### config.mk
export PLATFORM = sky130hd
export DESIGN_NAME = pal_cell
export DESIGN_NICKNAME = d
export VERILOG_FILES = /design/src/pal_pkg.sv /design/src/pal_cell.sv
export SDC_FILE = /design/constraint.sdc
export NUM_CORES = 1
export LEC_CHECK = 0
export BUFFER_PORTS_ARGS = -buffer_cell sky130_fd_sc_hd__buf_2
export CAP_MARGIN = 10
export CORE_AREA = 2 2 121 123
export DETAILED_ROUTE_END_ITERATION = 10
export DIE_AREA = 0 0 123 125
export HOLD_SLACK_MARGIN = 0.08
export PLACE_DENSITY = 0.65
export SYNTH_ARGS = -nofsm -noshare
export SYNTH_HDL_FRONTEND = slang
export SYNTH_SLANG_ARGS = --single-unit
### constraint.sdc
create_clock -name clk -period 2.5 [get_ports clk]
set_clock_uncertainty 0.1 [all_clocks]
set_input_delay 0.375 -clock clk [delete_from_list [all_inputs] [get_ports clk]]
set_output_delay 0.375 -clock clk [all_outputs]
set_load 0.005 [all_outputs]
### src/pal_pkg.sv
// Shared types, constants and mode codes for the positional array list.
`timescale 1ns / 1ps

package pal_pkg;

    localparam int DEPTH   = 64;
    localparam int IDX_W   = $clog2(DEPTH);
    localparam int CNT_W   = 7;
    localparam int DATA_W  = 32;
    localparam int MODE_W  = 2;

    localparam logic [CNT_W-1:0] CAP_RESET = 7'd50;
    localparam logic [CNT_W-1:0] DEPTH_CNT = CNT_W'(DEPTH);

    localparam logic [MODE_W-1:0] MODE_INSERT = 2'd0;
    localparam logic [MODE_W-1:0] MODE_REMOVE = 2'd1;
    localparam logic [MODE_W-1:0] MODE_READ   = 2'd2;
    localparam logic [MODE_W-1:0] MODE_FIND   = 2'd3;

    typedef struct packed {
        logic [MODE_W-1:0]        mode;
        logic [CNT_W-1:0]         position;
        logic signed [DATA_W-1:0] item_value;
    } pal_in_t;

    typedef struct packed {
        logic                     ok;
        logic signed [DATA_W-1:0] result_value;
        logic [CNT_W-1:0]         found_position;
        logic [CNT_W-1:0]         count;
        logic                     is_empty;
        logic                     is_full;
    } pal_out_t;

    typedef struct packed {
        logic              rd_en;
        logic              find_en;
        logic              hit;
        logic [IDX_W-1:0]  target;
        logic [DATA_W-1:0] value;
        logic [DATA_W-1:0] rval;
        logic [IDX_W-1:0]  fpos;
    } pal_token_t;

    typedef struct packed {
        logic              up;
        logic              down;
        logic [IDX_W-1:0]  target;
        logic [DATA_W-1:0] value;
    } pal_shift_t;

endpackage

### src/pal_cell.sv
// One list cell: holds an entry, shifts with its neighbors and probes the passing query.
`timescale 1ns / 1ps

module pal_cell (
    input  logic                       clk,
    input  logic                       rst_n,
    input  logic [pal_pkg::IDX_W-1:0]  cell_index,
    input  logic [pal_pkg::CNT_W-1:0]  count,
    input  pal_pkg::pal_shift_t        shift,
    input  logic [pal_pkg::DATA_W-1:0] left_entry,
    input  logic [pal_pkg::DATA_W-1:0] right_entry,
    output logic [pal_pkg::DATA_W-1:0] entry,
    input  logic                       tok_valid_in,
    input  pal_pkg::pal_token_t        tok_in,
    output logic                       tok_valid_out,
    output pal_pkg::pal_token_t        tok_out
);
    import pal_pkg::*;

    logic [DATA_W-1:0] entry_reg;
    logic [DATA_W-1:0] entry_next;
    logic              tok_valid_reg;
    pal_token_t        tok_reg;
    pal_token_t        tok_next;
    logic              live;

    assign live = {{(CNT_W-IDX_W){1'b0}}, cell_index} < count;

    always_comb
    begin
        entry_next = entry_reg;
        if (shift.up)
        begin
            if (cell_index > shift.target)
            begin
                entry_next = left_entry;
            end
            else if (cell_index == shift.target)
            begin
                entry_next = shift.value;
            end
        end
        else if (shift.down)
        begin
            if (cell_index >= shift.target)
            begin
                entry_next = right_entry;
            end
        end
    end

    always_comb
    begin
        tok_next = tok_in;
        if (tok_in.rd_en && (tok_in.target == cell_index))
        begin
            tok_next.rval = entry_reg;
        end
        if (tok_in.find_en && !tok_in.hit && live && (entry_reg == tok_in.value))
        begin
            tok_next.hit  = 1'b1;
            tok_next.rval = entry_reg;
            tok_next.fpos = cell_index;
        end
    end

    always_ff @(posedge clk)
    begin
        entry_reg <= entry_next;
        tok_reg   <= tok_next;
    end

    always_ff @(posedge clk or negedge rst_n)
    begin
        if (!rst_n)
        begin
            tok_valid_reg <= 1'b0;
        end
        else
        begin
            tok_valid_reg <= tok_valid_in;
        end
    end

    assign entry         = entry_reg;
    assign tok_valid_out = tok_valid_reg;
    assign tok_out       = tok_reg;

endmodule

==> flow_summary.yaml <==
final_layout:
  layout_commonest_cell: "buf_2"
  largest_reg_flops: 79
  fin_nets: 933
  syn_to_final_growth_pct: 58.6
  nFillCells: 1289
  fin_cells: 913
  final_cell_mix: "310 x buf_2, 79 x dfxtp_1, 42 x dlygate4sd3_1"
  drive_gt1_share_pct: 53.3
detailed_routing:
  vias_per_cell: 4.42
  drt_first_iter_violations: 111
  wl_per_cell_um: 16.5
  antenna_left: 0
  dr.pass1.iters: 4
  routed_wl_um: 15000
  post-route-drc-count: 0
  vias: 4034
clock_tree:
  clk_latency_ns: 0.34
  cts_sinks: 112
  cts.clk_slew.worst_paths_ns: 0.07
  cts_buffer_depth: 2
  cts_tree: "yes"
  clock-root-buffer: "clkbuf_16"
  cts_buffers: 9
  htreeDepth: 3
yosys:
  ys_types: 30
  synth_warnings: 0
  syn_inst: 356
  syn-num-nets: 566
  yosysSeqAreaShare_pct: 55.9
  avgSynthCellArea_um2: 12.9
  synth-seq-cells: 112
  syn-cell-area_um2: 4590
min_path:
  hp-class: "in2reg"
global_routing:
  overflow: 0
  grt_pass1_wl_um: 22100
  antenna_found_initial: 1
  grt_max_degree: 65
  grt_pass1_vias: 4251
  track_usage_pct: 19.2
power_and_ir_drop:
  p_leak_uw: 0.00349
  p_switching_uw: 1150
  p_sw_share_pct: 26.0
  comb_power_share_pct: 20.1
  ir_worst_vdd_uv: 392
  seqPwrFrac_pct: 48.7
  p_per_area_nw_per_um2: 609
  total_power_uw: 4440
  internal_power_uw: 3290
  clockPowerShare_pct: 31.3
floorplanning:
  die_x_um: 123
  num_io_pins: 311
  die_h_um: 125
  dieArea_um2: 15400
  coreArea_um2: 14200
  initial_core_util_pct: 32.3
  num_rows: 44
sta:
  period_needed_ns: 2.44
  slew_headroom_pct: 70.7
  grt_setup_unrepaired: "true"
  min_period_over_period_pct: 97.8
  fmax_mhz: 409
  hold_violations: 0
  maxSlewViolCount: 0
  setup_viol_count_final: 0
  worst_pin_slew_ns: 0.438
status:
  outcome: "finished, final reports clean"
flow_run:
  cap_violations: 0
critical_path:
  arrival_ns: 2.58
  cp-end-kind: "register"
  reg2reg_slack_ns: 0.06
  critPathKind: "reg2reg"
  crit_required_ns: 2.63
  worst_setup_path_start_kind: "register"
  crit_fanout: 9
placement:
  dp_cells: 848
  dp_hpwl_um: 11700
  gp_routability_congestion: 0.867
  numPortBuffers: 310
cells by family (layout without fill, tap and decap cells):
family	count (synthesis)	count (layout)	synth area share, %
simple gates	59	59	6.65
xor+xnor	38	38	7.25
mux	70	70	18.8
fa+ha+maj	11	11	3.00
flops	112	112	55.9
buf+inv	25	397	3.19
compound gates	41	41	5.23
other cells	0	1	0
per-stage QoR:
step                      TNS, ns  util (%)  setup slack [ns]  instance area (µm²)  hold slack (ns)
after floorplan                 0         -            0.0366                 4590          -0.0206
after global placement    -0.0588      45.4           -0.0389                 6440           0.0503
after detailed placement    -1.59      45.4           -0.0942                 6440           0.0537
after CTS                  -0.254      50.9           -0.0247                 7240            0.126
after global routing        -1.10      51.2           -0.0600                 7280            0.123
final                           0      51.3            0.0560                 7280            0.136
power groups by stage:
stage	registers, µW	logic, µW	clock network (µW)
floorplan	2200	350	0
global placement	2200	822	0
detailed placement	2200	833	0
CTS	2160	897	1430
global route	2180	977	1510
finish	2160	891	1390
routing by layer:
| metal | vias up | global-route usage [%] | wire length [µm] |
|---|---|---|---|
| li1 | 1976 | - | - |
| met1 | 1841 | 21.3 | 5780 |
| met2 | 195 | 34.9 | 7800 |
| met3 | 22 | 5.61 | 1150 |
| met4 | 0 | 5.68 | 293 |
| met5 | - | 0 | 0 |
Yosys cell counts:
library cell	instances	area share, %
dfxtp_1	79	34
a211oi_1	2	0.33
nand4_4	1	0.46
o41ai_4	1	0.60
nor2b_1	3	0.41
buf_12	3	1.3
edfxtp_1	32	21
or2b_1	1	0.16
ha_1	11	3.0
o21ai_0	1	0.11
a21o_1	3	0.49
mux2_2	8	2.0
dfrtp_1	1	0.55
clkbuf_1	6	0.49
xor2_1	3	0.57
nor2_1	36	2.9
nand2b_1	2	0.27
buf_1	1	0.082
nand4_1	10	1.4
inv_1	12	0.98
mux2i_1	32	7.0
buf_2	3	0.33
nor3_1	1	0.11
xnor2_1	35	6.7
nor4_4	1	0.46
mux2_4	30	9.8
a21oi_1	34	3.7
nand3_1	1	0.11
nand2_1	2	0.16
nand4b_1	1	0.19
critical path, cell delays in order, from the launching register on:
cell	delay [ns]
edfxtp_1	0.44
xnor2_1	0.18
nand4_1	0.29
nor4_4	0.42
nand4_4	0.15
o41ai_4	0.11
buf_12	0.19
buf_12	0.14
mux2_4	0.30
worst paths after layout:
check | startpoint | to | depth (start not counted)
setup / recovery | entry[2] | tok_out[7] | 8
hold / removal | tok_in[76] | tok_out[76] | 2
setup reg to reg | entry[2] | tok_out[7] | 8
hold reg to reg | entry[18] | tok_out[24] | 1
max in group asynchronous | rst_n | tok_valid_out | 2
min in group asynchronous | rst_n | tok_valid_out | 2
what timing repair did:
item / in CTS / in global routing
gates cloned: 1 / 1
endpoints found under the setup margin: 17 / 32
pin swaps: 0 / 0
buffers inserted: 4 / 0
hold buffers: 42 / 0
endpoints found under the hold margin: 42 / 0
gates resized for setup: 2 / 5
final cells by class:
| class | instances | area, µm² | share of cell area (%) |
|---|---|---|---|
| inverters | 12 | 45.0 | 0.619 |
| multi-input cells | 219 | 1920 | 26.4 |
| clock buffers | 12 | 258 | 3.54 |
| repair buffers | 369 | 2230 | 30.6 |
| well taps | 184 | 230 | 3.16 |
| diodes | 1 | 2.50 | 0.0344 |
| clock inverters | 4 | 27.5 | 0.378 |
| flip-flops and latches | 112 | 2570 | 35.3 |
Power figures use the tool's default switching activity.
