File: config.mk
export PLATFORM = sky130hd
export DESIGN_NAME = pal_ctrl
export DESIGN_NICKNAME = d
export VERILOG_FILES = /design/src/pal_pkg.sv /design/src/pal_ctrl.sv
export SDC_FILE = /design/constraint.sdc
export NUM_CORES = 1
export LEC_CHECK = 0
export BUFFER_PORTS_ARGS = -buffer_cell sky130_fd_sc_hd__buf_4
export CELL_PAD_IN_SITES_DETAIL_PLACEMENT = 0
export CELL_PAD_IN_SITES_GLOBAL_PLACEMENT = 1
export CORE_MARGIN = 2
export CORE_UTILIZATION = 32
export CTS_CLUSTER_DIAMETER = 50
export DETAILED_ROUTE_END_ITERATION = 12
export PLACE_DENSITY = 0.84
export SLEW_MARGIN = 5
export SYNTH_ARGS = -nofsm -noshare
export SYNTH_HDL_FRONTEND = slang
export SYNTH_SLANG_ARGS = --single-unit
File: constraint.sdc
create_clock -name clk -period 2.54 [get_ports clk]
set_input_delay 0.381 -clock clk [delete_from_list [all_inputs] [get_ports clk]]
set_output_delay 0.381 -clock clk [all_outputs]
set_load 0.005 [all_outputs]
File: src/pal_pkg.sv
// Shared types, constants and mode codes for the positional array list.
`timescale 1ns / 1ps

package pal_pkg;

    localparam int DEPTH   = 64;
    localparam int IDX_W   = $clog2(DEPTH);
    localparam int CNT_W   = 7;
    localparam int DATA_W  = 32;
    localparam int MODE_W  = 2;

    localparam logic [CNT_W-1:0] CAP_RESET = 7'd50;
    localparam logic [CNT_W-1:0] DEPTH_CNT = CNT_W'(DEPTH);

    localparam logic [MODE_W-1:0] MODE_INSERT = 2'd0;
    localparam logic [MODE_W-1:0] MODE_REMOVE = 2'd1;
    localparam logic [MODE_W-1:0] MODE_READ   = 2'd2;
    localparam logic [MODE_W-1:0] MODE_FIND   = 2'd3;

    typedef struct packed {
        logic [MODE_W-1:0]        mode;
        logic [CNT_W-1:0]         position;
        logic signed [DATA_W-1:0] item_value;
    } pal_in_t;

    typedef struct packed {
        logic                     ok;
        logic signed [DATA_W-1:0] result_value;
        logic [CNT_W-1:0]         found_position;
        logic [CNT_W-1:0]         count;
        logic                     is_empty;
        logic                     is_full;
    } pal_out_t;

    typedef struct packed {
        logic              rd_en;
        logic              find_en;
        logic              hit;
        logic [IDX_W-1:0]  target;
        logic [DATA_W-1:0] value;
        logic [DATA_W-1:0] rval;
        logic [IDX_W-1:0]  fpos;
    } pal_token_t;

    typedef struct packed {
        logic              up;
        logic              down;
        logic [IDX_W-1:0]  target;
        logic [DATA_W-1:0] value;
    } pal_shift_t;

endpackage

File: src/pal_ctrl.sv
// Request sequencer: checks positions, launches the query, commits shifts and results.
`timescale 1ns / 1ps

module pal_ctrl (
    input  logic                       clk,
    input  logic                       rst_n,
    input  logic                       in_valid,
    output logic                       in_stall,
    input  pal_pkg::pal_in_t           in_req,
    output logic                       out_valid,
    input  logic                       out_stall,
    output pal_pkg::pal_out_t          out_res,
    input  logic                       cfg_valid,
    output logic                       cfg_ready,
    input  logic [pal_pkg::CNT_W-1:0]  cfg_data,
    output logic                       launch_valid,
    output pal_pkg::pal_token_t        launch_tok,
    input  logic                       done_valid,
    input  pal_pkg::pal_token_t        done_tok,
    output pal_pkg::pal_shift_t        shift,
    output logic [pal_pkg::CNT_W-1:0]  count
);
    import pal_pkg::*;

    localparam logic [1:0] ST_IDLE   = 2'd0;
    localparam logic [1:0] ST_RUN    = 2'd1;
    localparam logic [1:0] ST_FINISH = 2'd2;

    logic [1:0]        state_reg;
    logic [1:0]        state_next;
    logic [CNT_W-1:0]  count_reg;
    logic [CNT_W-1:0]  count_next;
    logic [CNT_W-1:0]  cap_reg;
    logic [MODE_W-1:0] mode_reg;
    logic              ok_reg;
    logic [IDX_W-1:0]  target_reg;
    logic [DATA_W-1:0] value_reg;
    pal_token_t        res_reg;
    logic              out_valid_reg;
    pal_out_t          out_reg;
    pal_out_t          out_next;

    logic              accept;
    logic              commit;
    logic [CNT_W-1:0]  lim;
    logic [CNT_W-1:0]  pos_m1;
    logic              pos_ok;
    logic              ins_ok;
    logic              op_ok;
    logic              res_ok;
    logic              is_ins;
    logic              is_rem;

    assign lim       = (cap_reg > DEPTH_CNT) ? DEPTH_CNT : cap_reg;
    assign pos_m1    = in_req.position - CNT_W'(1);
    assign pos_ok    = (in_req.position != '0) && (in_req.position <= count_reg);
    assign ins_ok    = (count_reg < lim) && (in_req.position != '0)
                       && ({1'b0, in_req.position} <= ({1'b0, count_reg} + 8'd1));

    always_comb
    begin
        unique case (in_req.mode)
            MODE_INSERT: op_ok = ins_ok;
            MODE_REMOVE: op_ok = pos_ok;
            MODE_READ:   op_ok = pos_ok;
            default:     op_ok = 1'b0;
        endcase
    end

    assign in_stall  = (state_reg != ST_IDLE);
    assign accept    = in_valid && !in_stall;
    assign commit    = (state_reg == ST_FINISH) && (!out_valid_reg || !out_stall);
    assign cfg_ready = 1'b1;

    always_comb
    begin
        launch_valid       = accept;
        launch_tok.rd_en   = ((in_req.mode == MODE_REMOVE) || (in_req.mode == MODE_READ))
                             && pos_ok;
        launch_tok.find_en = (in_req.mode == MODE_FIND);
        launch_tok.hit     = 1'b0;
        launch_tok.target  = pos_m1[IDX_W-1:0];
        launch_tok.value   = in_req.item_value;
        launch_tok.rval    = '0;
        launch_tok.fpos    = '0;
    end

    assign is_ins = (mode_reg == MODE_INSERT) && ok_reg;
    assign is_rem = (mode_reg == MODE_REMOVE) && ok_reg;
    assign res_ok = (mode_reg == MODE_FIND) ? res_reg.hit : ok_reg;

    always_comb
    begin
        count_next = count_reg;
        if (is_ins)
        begin
            count_next = count_reg + CNT_W'(1);
        end
        else if (is_rem)
        begin
            count_next = count_reg - CNT_W'(1);
        end
    end

    always_comb
    begin
        out_next.ok             = res_ok;
        out_next.result_value   = res_reg.rval;
        out_next.found_position = ((mode_reg == MODE_FIND) && res_reg.hit)
                                  ? ({{(CNT_W-IDX_W){1'b0}}, res_reg.fpos} + CNT_W'(1))
                                  : '0;
        out_next.count          = count_next;
        out_next.is_empty       = (count_next == '0);
        out_next.is_full        = (count_next >= lim);
    end

    always_comb
    begin
        shift.up     = commit && is_ins;
        shift.down   = commit && is_rem;
        shift.target = target_reg;
        shift.value  = value_reg;
    end

    always_comb
    begin
        state_next = state_reg;
        unique case (state_reg)
            ST_IDLE:
            begin
                if (accept)
                begin
                    state_next = ST_RUN;
                end
            end
            ST_RUN:
            begin
                if (done_valid)
                begin
                    state_next = ST_FINISH;
                end
            end
            ST_FINISH:
            begin
                if (commit)
                begin
                    state_next = ST_IDLE;
                end
            end
            default:
            begin
                state_next = ST_IDLE;
            end
        endcase
    end

    always_ff @(posedge clk or negedge rst_n)
    begin
        if (!rst_n)
        begin
            state_reg     <= ST_IDLE;
            count_reg     <= '0;
            cap_reg       <= CAP_RESET;
            out_valid_reg <= 1'b0;
        end
        else
        begin
            state_reg <= state_next;
            if (commit)
            begin
                count_reg <= count_next;
            end
            if (cfg_valid && cfg_ready)
            begin
                cap_reg <= cfg_data;
            end
            if (commit)
            begin
                out_valid_reg <= 1'b1;
            end
            else if (!out_stall)
            begin
                out_valid_reg <= 1'b0;
            end
        end
    end

    always_ff @(posedge clk)
    begin
        if (accept)
        begin
            mode_reg   <= in_req.mode;
            ok_reg     <= op_ok;
            target_reg <= pos_m1[IDX_W-1:0];
            value_reg  <= in_req.item_value;
        end
        if ((state_reg == ST_RUN) && done_valid)
        begin
            res_reg <= done_tok;
        end
        if (commit)
        begin
            out_reg <= out_next;
        end
    end

    assign out_valid = out_valid_reg;
    assign out_res   = out_reg;
    assign count     = count_reg;

endmodule

==> results.md <==
- Layout cells sized above 1: a little under 50%
- Post-synth top area share: 61.1%
- Initial Utilization: approximately 33%
- Pint: 5.98 mW
- Crit path launch type: flop
- Via/cell ratio: approximately 4.2
- Drt total wl: approximately 15 mm
- # clock sinks: 146
- CTS tree: built
- Rows: 51
- Fmax: 412 MHz
- Final antenna-violating net count: 0
- Layout Area Growth over Synthesis: 42.0%
- Largest register FFs: 49
- WL/cell: 15.6 microns
- Seq cells post-synth: around 150
- Hold endpoint: out_next[31]$_DFFE_PP_
- Crit. End Element: flop
- Worst flop-to-flop path startpoint: count[4]$_DFFE_PN0P_
- Final Util: 46.2%
- Area of the multi-input gates: 1690 sq um
- Max IR drop VDD: 0.590 mV
- Main synth FF type: edfxtp_1
- Mean Syn Cell Area: 14.8 sq um
- Most instantiated cells after synthesis: 129 x edfxtp_1, 73 x buf_4, 33 x ha_1
- Hold Crit Start: done_tok[21]
- Fill count: 1725
- TritonRoute pass-1 iters: 5
- Crit path from: count[4]$_DFFE_PN0P_
- Core Region: 19500 sq um
- Clock root cell: clkbuf_16
- Reg power frac: between 30 and 40%
- Placer Congestion: 0.818
- Sw Ratio: 30.8%
- Placed cell areas: a little over 8000 sq um
- Number of synthesis warnings: 0
- Global-route usage over all layers: 13.4%
- Clock tree buffer depth: 2
- Worst-Skew Late Latency: around 0.42 ns
- Slew Viols, Final: 0
- Clk_skew: between 0.01 and 0.015 ns
- Fin area: roughly 9000 sq um
- First-pass GRT wire length: 20.7 mm
- Most frequent cell after synthesis: edfxtp_1
- Die Ht: between 100 and 150 microns
- Post-synthesis cell area: 6340 sq um
- Post-synth EDFFs: 129
- Synth area leader: edfxtp_1
- NetSw: about 2.7 mW
- RR Endpoint: ok_reg$_DFFE_PP_
- I/O Pins: around 310
- Largest net degree at the start of global routing: 54
- Synth area leaders: edfxtp_1 61%, buf_4 8.6%, ha_1 6.5%
- DIE WIDTH: 145 microns
- Via count: 3992
- Total power density per cell area: 960 nW/um^2
- Sequential fraction of the synthesis area: ~68%
- Clock share of power: 29.4%
- R2R Setup Slk: 0.11 ns
- CTS H-Tree Depth: 4
- Final hold vios: 0
- Synth cell types: 47
- Leak Pwr: 3.80 nW
- Min cycle time layout: 2.43 ns
- Gate count after technology mapping: 428
- Reg clk slew, reported paths: 0.07 ns
- Vias in the first global route: between 3000 and 4000
- Worst Hold Depth: 1
- Status: finished clean
- Drt drc: 0
- Arrival time worst endpoint: 2.60 ns
- Setup violators final: 0
- Antenna diodes: 0
- CP required: 2.71 ns
- DRT iter0 DRCs: 211
- Crit path max fanout: 4
- Async S/R FF share, synth: 11.6%
- Max_cap viols: 0
- Initial antenna violation count: 0
- Comb pwr share: 30.7%
- Total CTS buffers: 17
- Hold/Removal Path Class: input pin to flop
- Kind of critical path: flop to flop
- Buffers on Ports: about 230
- HPWL after DPL: about 11 mm
- Die area: 20900 sq um
- Storage cell area: between 4000 and 5000 sq um
- FF-to-FF path depth: 10
- Global route total overflow: 0
- Fin nets: 834
- Final worst-path cycle share: 95.5%
- Hold Slack: 0.133 ns
==> worst max-delay path: stages (launching register included) <==
cell and delay [ns]:
dfrtp_2 0.43, buf_6 0.12, nand3_2 0.08, nor3_4 0.22
xnor2_1 0.10, ha_1 0.33, nand4_1 0.16, a21oi_2 0.16
a2111oi_2 0.05, a311o_1 0.27, a32o_2 0.25
==> layout by cell type, fill, tap and decap left out, types with 8 or more instances in the layout <==
cell and n:
nand3_1 8, conb_1 40, mux2_2 8, ha_1 26, xnor2_1 15, edfxtp_1 129, nor2_1 16, buf_4 255
nand2_1 22, dfrtp_1 12, inv_1 22, clkbuf_16 17
==> per-stage QoR <==
| step | instances | total power [mW] | worst slack, ns | setup TNS, ns |
|---|---|---|---|---|
| global placement | 908 | 5.87 | 0.102 | 0 |
| global route | 946 | 9.14 | -0.0138 | -0.0138 |
| CTS | 943 | 8.55 | 0.00444 | 0 |
| floorplan | 466 | 4.72 | 0.00585 | 0 |
| finish | 946 | 8.64 | 0.114 | 0 |
| detailed placement | 908 | 5.92 | 0.0896 | 0 |
==> worst max path at each step <==
stage,to,slack [ns],depth (start not counted)
floorplan,out_next[16]$_DFFE_PP_,0.006,2
global placement,ok_reg$_DFFE_PP_,0.10,9
detailed placement,out_res[0]$_DFFE_PP_,0.09,10
CTS,launch_tok[78],0.004,8
global route,launch_tok[78],-0.01,7
finish,ok_reg$_DFFE_PP_,0.11,10
==> cell families after synthesis <==
kind of cell    after synthesis  synth area share [%]
compound gates               41                  4.36
fa+ha+maj                    33                  6.52
simple gates                 75                  5.96
xor+xnor                     22                  3.28
mux                           8                  1.42
other cells                   2                 0.119
buf+inv                     101                  10.4
flops                       146                  67.9
==> timing repair <==
item	in CTS	in global routing
hold buffers	1	0
pin swaps	3	11
cloned	0	0
setup buffers	2	3
endpoints found under the setup margin	1	3
gates resized for setup	5	25
endpoints found under the hold margin	14	0
==> power by group through the flow <==
stage                     Clock [mW]  Sequential, mW  Combinational, mW
after floorplan                    0            3.55               1.17
after global placement             0            3.49               2.39
after detailed placement           0            3.51               2.42
after CTS                       2.62            3.45               2.49
after global routing            2.71            3.50               2.93
final                           2.54            3.45               2.65
==> routing by layer <==
layer	track usage, %	up-vias	wire length [microns]
met5	0	-	0
met4	4.39	0	180
met3	4.15	12	1250
met2	24.1	186	7790
met1	15.1	1872	5550
li1	-	1922	-
==> area by class of cell <==
type | count | area share [%]
Timing Repair Buffer | 258 | 21.7
Inverter | 26 | 1.11
Tap cell | 265 | 3.68
Sequential cell | 146 | 47.8
Clock buffer | 17 | 4.73
Clock inverter | 15 | 2.10
Multi-Input combinational cell | 219 | 18.8
No activity file was read; power rests on OpenSTA's default activity.
